**config.mk**
```make
export PLATFORM = sky130hd
export DESIGN_NAME = twp_ctrl
export DESIGN_NICKNAME = d
export VERILOG_FILES = /design/src/rtl/twp_pkg.sv /design/src/rtl/twp_ctrl.sv
export SDC_FILE = /design/constraint.sdc
export NUM_CORES = 1
export LEC_CHECK = 0
export ABC_CLOCK_PERIOD_IN_PS = 1300
export BUFFER_PORTS_ARGS = -buffer_cell sky130_fd_sc_hd__buf_2
export CAP_MARGIN = 30
export CORE_AREA = 2 2 39 41
export CTS_CLUSTER_DIAMETER = 200
export DETAILED_ROUTE_END_ITERATION = 10
export DIE_AREA = 0 0 41 43
export PLACE_DENSITY = 0.3
export SLEW_MARGIN = 5
export SYNTH_ARGS = -nofsm -noshare
export SYNTH_HDL_FRONTEND = slang
export SYNTH_SLANG_ARGS = --single-unit
```
**constraint.sdc**
```tcl
create_clock -name clk -period 1.3 [get_ports clk]
set_clock_uncertainty 0.15 [all_clocks]
set_input_delay 0 -clock clk [delete_from_list [all_inputs] [get_ports clk]]
set_output_delay 0 -clock clk [all_outputs]
set_load 0.05 [all_outputs]
```
**src/rtl/twp_pkg.sv**
```systemverilog
// Shared types and constants for the trapped water profile block.
package twp_pkg;

	// Fixed field widths of the stream ports
	localparam int unsigned HEIGHT_W    = 16;
	localparam int unsigned WATER_W     = 26;
	localparam int unsigned OUT_TDATA_W = 32;

	// Controller to datapath commands
	typedef struct packed {
		logic load;       // store the accepted column beat
		logic init_walk;  // set pointers, clear peaks and sum
		logic read;       // read both pointer columns
		logic step;       // advance one pointer, add water
		logic emit;       // load result register, clear profile
	} cmd_t;

	// Datapath to controller status
	typedef struct packed {
		logic walk_more;  // left pointer still below right pointer
		logic out_free;   // result register can take a new result
	} status_t;

endpackage

```
**src/rtl/twp_ctrl.sv**
```systemverilog
// Sequencer for loading, walking and reporting one profile.
module twp_ctrl (
	input  logic               clk,
	input  logic               arst_n,
	input  logic               s_tvalid,
	input  logic               s_tlast,
	output logic               s_tready,
	input  twp_pkg::status_t   status,
	output twp_pkg::cmd_t      cmd
);

	localparam logic [2:0] ST_IDLE  = 3'd0;
	localparam logic [2:0] ST_START = 3'd1;
	localparam logic [2:0] ST_READ  = 3'd2;
	localparam logic [2:0] ST_EVAL  = 3'd3;
	localparam logic [2:0] ST_DONE  = 3'd4;

	logic [2:0] state_q;
	logic [2:0] state_d;

	// Next state and commands
	always_comb begin
		state_d  = state_q;
		cmd      = '0;
		s_tready = 1'b0;
		unique case (state_q)
			ST_IDLE: begin
				s_tready = 1'b1;
				cmd.load = s_tvalid;
				if (s_tvalid && s_tlast) begin
					state_d = ST_START;
				end
			end
			ST_START: begin
				cmd.init_walk = 1'b1;
				state_d       = ST_READ;
			end
			ST_READ: begin
				if (status.walk_more) begin
					cmd.read = 1'b1;
					state_d  = ST_EVAL;
				end else begin
					state_d = ST_DONE;
				end
			end
			ST_EVAL: begin
				cmd.step = 1'b1;
				state_d  = ST_READ;
			end
			ST_DONE: begin
				if (status.out_free) begin
					cmd.emit = 1'b1;
					state_d  = ST_IDLE;
				end
			end
			default: begin
				state_d = ST_IDLE;
			end
		endcase
	end

	always_ff @(posedge clk or negedge arst_n) begin
		if (!arst_n) begin
			state_q <= ST_IDLE;
		end else begin
			state_q <= state_d;
		end
	end

endmodule

```
Word level (Yosys, flattened, before mapping)
Cells that the tools add are included.

operators by class
  equal/unequal tests = 6
  mux-type cells = 12
  reductions and logical operators = 4

operators with widths
  kind                                                                   count
  3-bit one-hot mux with 4 select lines                                  1
  3-bit 2-to-1 mux                                                       3
  1-bit 2-to-1 mux                                                       8
  3-bit by 2-bit equality test with 1-bit output, second input constant  2
  2-bit inequality test, second input constant                           2
  3-bit by 1-bit equality test with 1-bit output, second input constant  1
  3-bit equality test, second input constant                             1
  3-bit zero test                                                        1
  2-bit AND reduction                                                    1
  2-bit OR reduction                                                     1
  1-bit logical AND                                                      1

word-level totals
  bits in registers = 3
  bits of input ports = 6
  output and inout port bits = 6
  word-level logic and storage cells = 23

Longest topological paths before layout
Gate-level depths: netlist of the first run.

  depth after elaboration = 3
  mapped depth = 3
  depth with buffers taken out = 2

Worst setup path after synthesis of the first run
Ideal clock, no wire load.

  kind = register to output
  start = register state_q[1]
  end = output port cmd[4] (netlist bit)
  arrival = 2.174 ns
  data required time = 1.150 ns
  setup slack = -1.024 ns
  stages on the path, launching flop included = 4
  path buffers = 1
  cells stage by stage = dfrtp_1 buf_4 nor3_1 and2_1

RTL lines
  item                    line            RTL
  from (decl)             twp_ctrl.sv:18  logic [2:0] state_q;
  from (signal assigned)  twp_ctrl.sv:66  state_q <= state_d;
  to (decl)               twp_ctrl.sv:9   output twp_pkg::cmd_t cmd

==> impl.org, run 1 <==
** Cells and area
- NumNets Final :: 49
- Area used by multi-input combinational logic :: ~130 um2
- With fillers left out, the area of the finished cells amounts to 428 um2.
- Across the whole layout, storage elements account for roughly 80 um2.
- Most flops, register :: state_q
- Biggest registers after layout :: state_q (3)
- Area growth from synthesis to final layout :: 134%
- Fraction of layout instances using a drive strength above 1 :: between 60% and 70%
- Filler Cells Inserted :: 150
- The register with the most flip-flops in the layout has 3 of them.
- Inserted Diodes :: 0

** Yosys
- Sequential cell area fraction in the yosys report :: 41.1%
- Synthesis inferred 3 register bits.
- Yosys printed 0 warnings.
- Area share of the leading cell type in the synthesized netlist :: about two fifths
- Synthesized net count :: 25
- Synthesized area :: ~180 um2
- The number of different library cells used by synthesis comes to 13.
- Avg Cell Area, Syn :: a little under 10 um2
- Syn Inst Count :: 19
- Top cells by area, synth :: sky130_fd_sc_hd__dfrtp_1 41%, sky130_fd_sc_hd__or3b_1 9.6%, sky130_fd_sc_hd__and4bb_2 6.8%, sky130_fd_sc_hd__a21oi_1 5.5%, sky130_fd_sc_hd__and3b_2 5.5%
- The largest total area in the synthesized netlist belongs to sky130_fd_sc_hd__dfrtp_1.

** Global routing
- For met1 alone, demand over resource in global routing was between 10% and 20%.
- First-pass GRT wire length :: between 1000 and 1500 um
- The number of global-route vias before repair is roughly 240.
- The number of antenna violations at the first check in global routing was 0.
- GRT Resource Usage Total :: a little under a tenth
- Entering global routing, the biggest net connects 11 pins.
- Most congested layer reported by global routing :: met2
- Summed over all layers, the global routing overflow is 0.
- M2 GR Usage :: between 10% and 20%
- For this run, global-route usage on met3 was measured as under 10%.

** Power
- P_leak :: roughly 0.19 nW
- In this run the power density over the cells is approximately 2400 nW/um2.
- Maximum ir drop on the vdd rail :: about 1.3 mV
- Power comes to 1.01 mW.

** Die
- For this configuration, the core starts out at a cell density of 13.2%.
- Std-Cell Rows :: 14
- Die Height :: around 43 um
- For this design the top-level I/O count stands at 12.
- Die outline width :: between 40 and 50 um
- The die covers 1760 um2.
- Std-Cell Core Area :: approximately 1400 um2

** STA
- Subtracting the final worst setup slack from the clock period gives 1.33 ns.
- The max-slew violation count came to 0.
- Max_slew headroom :: approximately 84%
- RSZ-0062 raised after global routing :: yes
- For the pin with the worst max-slew slack, the measured transition is about 0.25 ns.
- Setup Viol. Count Final :: 3
- Final critical-path share of the clock period :: 102%
- Final Hold Fails :: 0
- Static timing analysis puts the maximum clock frequency at about 750 MHz.
- Setup slack on the critical path of the routed design comes to -0.0311 ns.

** Clock network
- Clock H-tree levels :: 1
- Total clock sinks :: 3
- Clock network latency to the later pin of the worst-skew pair :: between 0.2 and 0.25 ns
- After clock tree synthesis, the clock-pin slew on the worst setup and hold paths is about 0.040 ns.
- In this run the clock root is driven by a sky130_fd_sc_hd__clkbuf_4.
- CTS tree :: yes
- Number of buffers on the longest clock path :: 2
- Inserted Clock Buffers :: 3

** Hold path
- Counting instances, the worst hold path has a depth of 1.
- The path class of the tightest hold or removal check is flip-flop to flip-flop.
- Hold Path End :: state_q[2]
- The startpoint identified for the worst hold timing path is state_q[0].

** Placed design
- RePlAce Congestion :: ~0.64
- In this run the tool buffered the top-level ports with 11 buffer cells.
- The HPWL after detailed placement is 344 um.
- Placed inst area :: ~280 um2
- Before CTS, the worst setup slack after placement is -0.00698 ns.

** Route
- Dividing the detail-routed via count by the number of cells gives approximately 4.1.
- Total DRC errors in the routed layout :: 0
- Dividing the detail-routed wire length by the instance count gives 9.93 um.
- Initial detailed-routing violation count :: 1
- The detail route stage leaves a number of antenna-violating nets equal to 0.
- Summed over all layers, the routed wires come to about 580 um.
- Total via count after detailed routing :: 240
- The pre-antenna-repair detailed-routing pass consisted of 3 iterations.

** Worst setup path
- The worst setup path is of the flip-flop to primary output kind.
- In this run the critical register-to-register path is captured at state_q[2].
- Flop-to-flop setup slack :: approximately 0.040 ns
- Critical Path Start Type :: flip-flop
- STA classifies the critical path endpoint as a primary output.
- Measured in cells, the most critical reg-to-reg path has a length of 3.
- Data on the critical path is required at its endpoint by approximately 1.2 ns.
- Arrival time of data at the critical path endpoint :: between 1 and 1.5 ns
- CP max FO :: 7
- FF-to-FF Start :: state_q[2]

** Run status
- The flow ran to the end, but the final reports show violations.
- The final reports fail on setup timing.

** Run
- The tool flagged a number of max-cap violations equal to 0.
==> cells by family after synthesis <==
group | synth area share [%]
AOI/OAI and AO/OA | 9.59
buffers and inverters | 4.11
DFF | 41.1
and+or+nand+nor | 45.2
==> per-stage QoR <==
| stage | cells | setup TNS (ns) | hold slack [ns] | util [%] |
|---|---|---|---|---|
| floorplan | 19 | -0.171 | -0.446 | - |
| global placement | 45 | 0 | -0.349 | 20.0 |
| detailed placement | 45 | -0.00698 | -0.354 | 20.0 |
| CTS | 58 | -0.111 | 0.393 | 30.4 |
| global route | 58 | -0.297 | 0.407 | 30.9 |
| finish | 58 | -0.0560 | 0.387 | 30.9 |
==> cells in the final DEF, fill, tap and decap left out, drive strengths merged, types with 2 or more instances in the layout <==
master,n
nor3,2
dfrtp,3
buf,14
a21oi,2
clkbuf,4
nand2,2
or3b,2
dlygate4sd3,6
==> power breakdown <==
| part | total (mW) | internal [mW] | switching, mW |
|---|---|---|---|
| Clock | 0.162 | 0.115 | 0.0470 |
| Sequential | 0.236 | 0.138 | 0.0982 |
| Combinational | 0.611 | 0.272 | 0.340 |
==> layout make-up <==
type | instances | area share, %
Timing Repair Buffer | 20 | 41.2
Clock buffer | 4 | 6.14
Multi-Input combinational cell | 15 | 29.5
Tap cell | 16 | 4.68
Sequential cell | 3 | 18.4
==> synthesized netlist by cell type, drive strengths merged <==
| cell | n |
|---|---|
| dfrtp | 3 |
| a21oi | 2 |
| nand2 | 2 |
| nor3 | 2 |
| or3b | 2 |
| a211oi | 1 |
| and2 | 1 |
| and3b | 1 |
| and4bb | 1 |
| buf | 1 |
| nand3b | 1 |
| nor2 | 1 |
| nor3b | 1 |
==> critical path: stages, from the launching register on <==
cell and delay [ns]:
sky130_fd_sc_hd__dfrtp_2 0.45, sky130_fd_sc_hd__nor3_4 0.20, sky130_fd_sc_hd__and2_4 0.16, sky130_fd_sc_hd__buf_8 0.13
==> per-layer routing <==
| metal | routed length (um) | vias up |
|---|---|---|
| met3 | 31 | 0 |
| met5 | 0 | - |
| met1 | 247 | 118 |
| met4 | 0 | 0 |
| met2 | 297 | 7 |
| li1 | - | 115 |
==> how the worst max path moves through the flow <==
stage	startpoint	end	slack, ns	depth (start not counted)
CTS	state_q[0]	cmd[4]	-0.05	3
detailed placement	state_q[1]	state_q[2]	-0.007	2
global placement	state_q[1]	state_q[2]	0.04	2
floorplan	state_q[0]	cmd[4]	-0.14	2
finish	state_q[0]	cmd[4]	-0.03	3
global route	state_q[0]	cmd[4]	-0.08	3
==> timing repair <==
item | in CTS | in global routing
gates resized for setup | 13 | 2
pin swaps | 0 | 1
hold endpoints to repair | 6 | 0
hold buffers | 6 | 0
setup endpoints to repair | 7 | 7
buffers inserted | 3 | 0
Power figures use the tool's default switching activity.
==> inputs of run 2 (changes only) <==
Settings changed: CELL_PAD_IN_SITES_DETAIL_PLACEMENT set to 2, CELL_PAD_IN_SITES_GLOBAL_PLACEMENT set to 2, PLACE_DENSITY 0.3 to 0.49.
==> impl.org, run 2 (same netlist as run 1, synthesis figures left out) <==
** Worst setup path
- Largest stage delay on the critical path :: 0.46 ns (about the same)
- Critical path, cell by cell :: nor3_4, and2_4, buf_8
- The worst register-to-register path begins at state_q[1].
- Number of cells on the critical path :: 3 (unchanged)
- STA classifies the critical path startpoint as a flip-flop.
- Count of cells along the worst register-to-register path :: 3 (unchanged)
- Arrival time of data at the critical path endpoint :: 1.19 ns (about the same)
- In this run the critical register-to-register path is captured at state_q[2].
- The setup slack on the worst flop-to-flop path came to -0.04 ns (-0.08 ns).
- Max stage delay cell, worst path :: sky130_fd_sc_hd__dfrtp_2
- In this run the worst setup path begins at state_q[1].
- The number of buffer and inverter instances along the worst setup path is 1 (unchanged).
- The kind of cell with the highest combined delay along the critical path is flip-flops.
- By startpoint and endpoint, the worst setup path is classified as flip-flop to primary output.
- CP max FO :: 6 (-1)
- The worst setup path is captured at a primary output.
- In this run the worst setup path terminates at cmd[4].
- The critical path data required time is 1.15 ns (about the same).

** Cells and area
- Core Util, Final :: 30.9% (unchanged)
- Area growth from synthesis to final layout :: 134% (unchanged)
- The layout net count is 50 (+2.0%).
- The number of standard cells in the final layout excluding fillers is 59 (+1.7%).
- Inserted Diodes :: 0 (unchanged)
- Biggest registers after layout :: state_q (3)
- Fraction of layout instances using a drive strength above 1 :: 65.1% (+0.83 points)
- The final non-filler cell area was 428 um2 (unchanged).
- The top cell types in the final layout, fill and taps aside, are 6 x sky130_fd_sc_hd__dlygate4sd3_1, 6 x sky130_fd_sc_hd__buf_2, 4 x sky130_fd_sc_hd__buf_4.
- Ranked by flip-flop count, first place goes to state_q.
- Flip-flop count of the largest register after layout :: 3 (unchanged)

** Clock network
- The number of sinks handled by clock tree synthesis came to 3 (unchanged).
- Root buffer cell :: sky130_fd_sc_hd__clkbuf_4
- The CTS clock-pin slew for the worst setup and hold paths came to 0.04 ns (about the same).
- The later-pin clock latency in the skew report is 0.23 ns (about the same).
- The maximum root-to-sink buffer count came to 2 (unchanged).
- Clock H-tree levels :: 1 (unchanged)
- Inserted Clock Buffers :: 3 (unchanged)
- CTS tree :: yes

** Power
- The worst supply voltage drop on vdd is 1.30 mV (+1.3%).
- The areal power density over the cells is 2390 nW/um2 (+1.3%).
- Total Power :: 1.02 mW (+1.3%)
- The standby leakage power was 0.194 nW (+1.8%).

** Route
- Total DRC errors in the routed layout :: 0 (unchanged)
- The number of search-and-repair iterations in the first detailed-routing pass was 3 (unchanged).
- Avg Vias per Cell :: 4.00 (-3.3%)
- Average routed wire per standard cell :: 10.9 um (+10%)
- The initial DRC count was 1 (unchanged).
- The antenna violation net count after detailed routing was 0 (unchanged).
- Total via count after detailed routing :: 236 (-1.7%)
- The overall routed net length is 646 um (+12%).

** STA
- Max_slew headroom :: 83.5% (-0.24 points)
- Final-layout worst hold slack :: 0.382 ns (-0.00500 ns)
- The actual slew at the worst max-slew pin was 0.250 ns (+0.00360 ns).
- Setup Viol. Count Final :: 4 (+1)
- Pins Over Slew Limit :: 0 (unchanged)
- Worst setup margin :: -0.0407 ns (-0.00960 ns)
- The share of the clock period used by the worst path was 103% (+0.74 points).
- Final Hold Fails :: 0 (unchanged)
- The highest clock frequency the design can meet came to 746 MHz (-0.72%).
- RSZ-0062 raised after global routing :: yes
- The final critical delay including setup and external delays was 1.34 ns (+0.00960 ns).

** Global routing
- Pin count of the biggest net entering global routing :: 11 (unchanged)
- Aggregate global routing overflow :: 0 (unchanged)
- The number of antenna violations at the first check in global routing was 0 (unchanged).
- Via count of the first global-routing pass :: 241 (unchanged)
- First-pass GRT wire length :: 972 um (-4.8%)
- The total routing usage reported by global routing came to 8.33% (-0.81 points).

** Placed design
- The total of buffers placed on input and output ports came to 11 (unchanged).
- HPWL after detailed placement :: 373 um (+8.5%)
- The cell area after placement is 277 um2 (unchanged).
- The placed cell count is 45 (unchanged).
- The routability congestion estimate came to 0.652 (+1.3%).

** Die
- Std-Cell Rows :: 14 (unchanged)
- The number of top-level pins came to 12 (unchanged).
- Std-Cell Core Area :: 1380 um2 (unchanged)
- Die Height :: 43 um (unchanged)
- The initial core utilization is 13.2% (unchanged).
- The die outline area is 1760 um2 (unchanged).
- Die outline width :: 41 um (unchanged)

** Run status
- Violations in the final reports :: setup timing
- Outcome :: complete, but fails checks

** Hold path
- Class of the tightest hold or removal check :: flip-flop to flip-flop

** Run
- # Max-Cap Violations :: 0 (unchanged)
-- run 2: changes by cell type in the layout (fill, tap and decap cells not counted), sizes merged --
cell	change
clkbuf	+1
-- run 2: how the worst min path moves through the flow --
stage,endpoint,depth (start not counted),slack (ns),start
6_report,state_q[2],1,0.38,state_q[0]
5_1_grt,state_q[2],1,0.41,state_q[0]
4_1_cts,state_q[2],1,0.39,state_q[0]
3_5_place_dp,state_q[1],1,-0.35,arst_n
3_3_place_gp,state_q[1],1,-0.35,arst_n
2_1_floorplan,state_q[0],0,-0.45,arst_n
-- run 2: layer usage --
layer,wire length (um),global-route usage (%),vias to the layer above
met5,0,0,-
met4,0,6.00,0
met3,31,3.14,0
met2,301,11.3,9
met1,313,10.3,111
li1,-,-,116
-- run 2: repair_timing --
item | 4_1_cts | 5_1_grt
setup endpoints to repair | 7 | 6
hold endpoints to repair | 6 | 0
gates resized for setup | 9 | 4
pin swaps | 0 | 2
buffers inserted | 2 | 2
hold buffers | 6 | 0
-- run 2: per-stage QoR --
step	TNS (ns)	worst slack (ns)
after floorplan	-0.171	-0.138
after CTS	-0.125	-0.0527
after detailed placement	-0.00487	-0.00487
final	-0.121	-0.0407
after global placement	0	0.0398
after global routing	-0.411	-0.115
-- run 2: worst register-to-register path: stages, from the launching register on --
cell                       delay (ns)
sky130_fd_sc_hd__dfrtp_2         0.44
sky130_fd_sc_hd__clkbuf_2        0.18
sky130_fd_sc_hd__or3b_1          0.35
sky130_fd_sc_hd__a21oi_1         0.14
-- run 2: cell type report --
type	count	area, um2
Multi-Input combinational cell	15	129
Sequential cell	3	78.8
Timing Repair Buffer	21	174
Tap cell	16	20.0
Fill cell	160	956
Clock buffer	4	26.3
-- run 2: where the power goes --
group          internal (mW)  switching, mW  leakage, nW
logic                  0.272          0.360        0.143
registers              0.138         0.0926       0.0351
clock network          0.115         0.0454       0.0150
total                  0.525          0.498        0.194
==> inputs of run 3 (changes only) <==
--- a/config.mk
+++ b/config.mk
@@ -17,2 +17,3 @@
 export PLACE_DENSITY = 0.49
+export SKIP_CTS_REPAIR_TIMING = 1
 export SLEW_MARGIN = 5
==> constraint.sdc (replaced) <==
create_clock -name clk -period 1.3 [get_ports clk]
set_clock_uncertainty 0.15 [all_clocks]
set_input_delay 0.13 -clock clk [delete_from_list [all_inputs] [get_ports clk]]
set_output_delay 0.13 -clock clk [all_outputs]
set_load 0.05 [all_outputs]
==> impl.org, run 3 (same netlist as run 1, synthesis figures left out) <==
** Placed design
- The total of buffers placed on input and output ports is 11 (unchanged).
- RePlAce Congestion :: 0.757 (+16%)
- The sum of net half-perimeters after detailed placement is 467 um (+25%).
- The post-place setup slack came to -0.0311 ns (-0.0263 ns).

** Global routing
- The wire length of the first global-routing pass came to 993 um (+2.2%).
- Antenna violations before repair :: 0 (unchanged)
- Aggregate global routing overflow :: 0 (unchanged)
- The total routing usage reported by global routing is 8.86% (+0.53 points).
- Pin count of the biggest net entering global routing :: 9 (-2)
- The number of global-route vias before repair was 247 (+2.5%).

** STA
- FMAX :: 676 MHz (-9.4%)
- RSZ-0062 raised after global routing :: yes
- Worst setup margin :: -0.179 ns (-0.139 ns)
- Setup Viol. Count Final :: 7 (+3)
- Slew @ Worst Pin :: 0.204 ns (-0.0459 ns)
- Max_slew headroom :: 86.4% (+2.9 points)
- Pins Over Slew Limit :: 0 (unchanged)
- Final Hold Fails :: 0 (unchanged)
- Final critical-path share of the clock period :: 114% (+11 points)
- Time the final worst path needs with I/O delays and setup :: 1.48 ns (+0.139 ns)

** Route
- Total via count after detailed routing :: 230 (-2.5%)
- Pre-antenna DRT Iters :: 1 (-2)
- The overall routed net length came to 666 um (+3.1%).
- Total DRC errors in the routed layout :: 0 (unchanged)
- Antenna-violating nets left :: 0 (unchanged)
- Initial detailed-routing violation count :: 0 (-1)
- The via density per instance was 3.97 (-0.86%).
- The detailed-route wire length per cell was 11.5 um (+4.9%).

** Worst setup path
- The startpoint identified for the worst register-to-register timing path is state_q[2].
- Sum of buffers and inverters on the critical path :: 1 (unchanged)
- The worst setup path is captured at a primary output.
- Critical path, cell by cell :: nor3_4, and2_4, buf_8
- Worst r2r dst :: state_q[2]
- Arrival time of data at the critical path endpoint :: 1.20 ns (about the same)
- The critical path data required time is 1.02 ns (-0.13 ns).
- CP max FO :: 7 (+1)
- Critical Path Start Type :: flip-flop
- Number of cells on the critical path :: 3 (unchanged)
- Flop-to-flop setup slack :: -0.04 ns (about the same)
- Largest stage delay on the critical path :: 0.45 ns (about the same)
- The number of cells traversed by the worst register-to-register path was 3 (unchanged).
- The largest individual stage delay along the critical path comes from the cell sky130_fd_sc_hd__dfrtp_2.
- Kind of cell adding the most delay to the critical path :: flip-flops
- Worst setup path class :: flip-flop to primary output

** Hold path
- The worst hold path begins at s_tlast.
- For hold timing, the worst endpoint is state_q[0].
- The number of cells on the worst hold path came to 3 (+2).
- Class of the tightest hold or removal check :: input pin to flip-flop

** Cells and area
- The post-route core utilization was 31.3% (+0.36 points).
- Counting flops per register, the top entry is state_q.
- The register area is 78.8 um2 (unchanged).
- Most common library cell in the layout ignoring fill and taps :: sky130_fd_sc_hd__buf_4
- Biggest registers after layout :: state_q (3)
- The number of diodes is 0 (unchanged).
- The combined area of the multi-input logic cells came to 134 um2 (+3.9%).
- Area growth from synthesis to final layout :: 137%
- The fraction of final layout cells with drive strength greater than 1 is 76.2% (+11 points).
- Most used cells in the layout excluding fill and tap cells :: 7 x sky130_fd_sc_hd__buf_4, 5 x sky130_fd_sc_hd__buf_2, 5 x sky130_fd_sc_hd__buf_6, 3 x sky130_fd_sc_hd__clkbuf_4, 3 x sky130_fd_sc_hd__dfrtp_2
- NumNets Final :: 49 (-2.0%)
- Filler Cells Inserted :: 164 (+2.5%)
- Flip-flop count of the largest register after layout :: 3 (unchanged)

** Die
- Floorplan die area :: 1760 um2 (unchanged)
- The floorplan die width was 41 um (unchanged).
- Top-Level Pins :: 12 (unchanged)
- The initial core utilization is 13.2% (unchanged).
- The total number of placement rows is 14 (unchanged).
- The die height is 43 um (unchanged).
- Std-Cell Core Area :: 1380 um2 (unchanged)

** Power
- The cell-internal power came to 647 uW (+23%).
- The sequential share of power was 19.9% (-2.6 points).
- The areal power density over the cells was 2740 nW/um2 (+14%).
- Switch Pwr :: 537 uW (+7.9%)
- Maximum ir drop on the vdd rail :: 1.22 mV (-5.8%)
- The standby leakage power was 0.196 nW (+1.2%).
- Part of the total power dissipated in the clock network :: 13.5% (-2.2 points)
- The relative contribution of combinational cells to total power came to 66.5% (+4.7 points).
- The switching power share of the total was 45.4% (-3.3 points).

** Clock network
- Total clock sinks :: 3 (unchanged)
- Inserted Clock Buffers :: 3 (unchanged)
- Clock H-tree levels :: 1 (unchanged)
- CTS tree :: yes
- Root buffer cell :: sky130_fd_sc_hd__clkbuf_4
- Clock edge transition at the registers on the reported setup and hold paths :: 0.03 ns (about the same)
- Clock network latency to the later pin of the worst-skew pair :: 0.23 ns (about the same)
- Number of buffers on the longest clock path :: 2 (unchanged)

** Run status
- The final reports fail on setup timing.
- Outcome :: complete, but fails checks

** Run
- The max-cap violation count is 0 (unchanged).
==> run 3: stage by stage <==
step                hold slack, ns  instance area, um2  TNS, ns  power [mW]  instances
floorplan                   -0.316                 209   -0.561       0.613         19
global placement            -0.224                 322  -0.0554       0.803         51
CTS                         -0.469                 348    -1.49       0.981         55
detailed placement          -0.223                 322  -0.0882       0.812         51
global route                0.0274                 433    -1.32        1.26         58
finish                      0.0287                 433   -0.914        1.18         58
==> run 3: power groups by stage <==
stage / logic, mW / clock network [mW] / registers, mW
floorplan: 0.425 / 0 / 0.188
global placement: 0.573 / 0 / 0.230
detailed placement: 0.579 / 0 / 0.232
CTS: 0.582 / 0.168 / 0.231
global route: 0.832 / 0.183 / 0.248
finish: 0.788 / 0.160 / 0.236
==> run 3: how the worst max path moves through the flow <==
stage / end / start
3_3_place_gp: cmd[4] / state_q[0]
3_5_place_dp: cmd[4] / state_q[0]
5_1_grt: cmd[4] / state_q[0]
6_report: cmd[4] / state_q[0]
4_1_cts: cmd[4] / state_q[0]
2_1_floorplan: cmd[4] / state_q[0]
==> run 3: cell type report <==
cell class,count,share of cell area [%]
timing repair buffer,20,40.2
sequential,3,18.2
multi-input combinational,15,30.9
tap,16,4.62
clock buffer,4,6.07
==> run 3: worst min-delay path, stage by stage <==
cell	delay, ns
sky130_fd_sc_hd__buf_2	0.10
sky130_fd_sc_hd__nand3b_1	0.08
sky130_fd_sc_hd__a211oi_1	0.07
==> run 3: layer usage <==
layer,GRT usage (%),vias to the layer above,routed length (um)
met5,0,-,0
met4,6.00,0,17
met3,3.66,2,43
met2,12.2,11,320
met1,10.7,103,285
li1,-,114,-
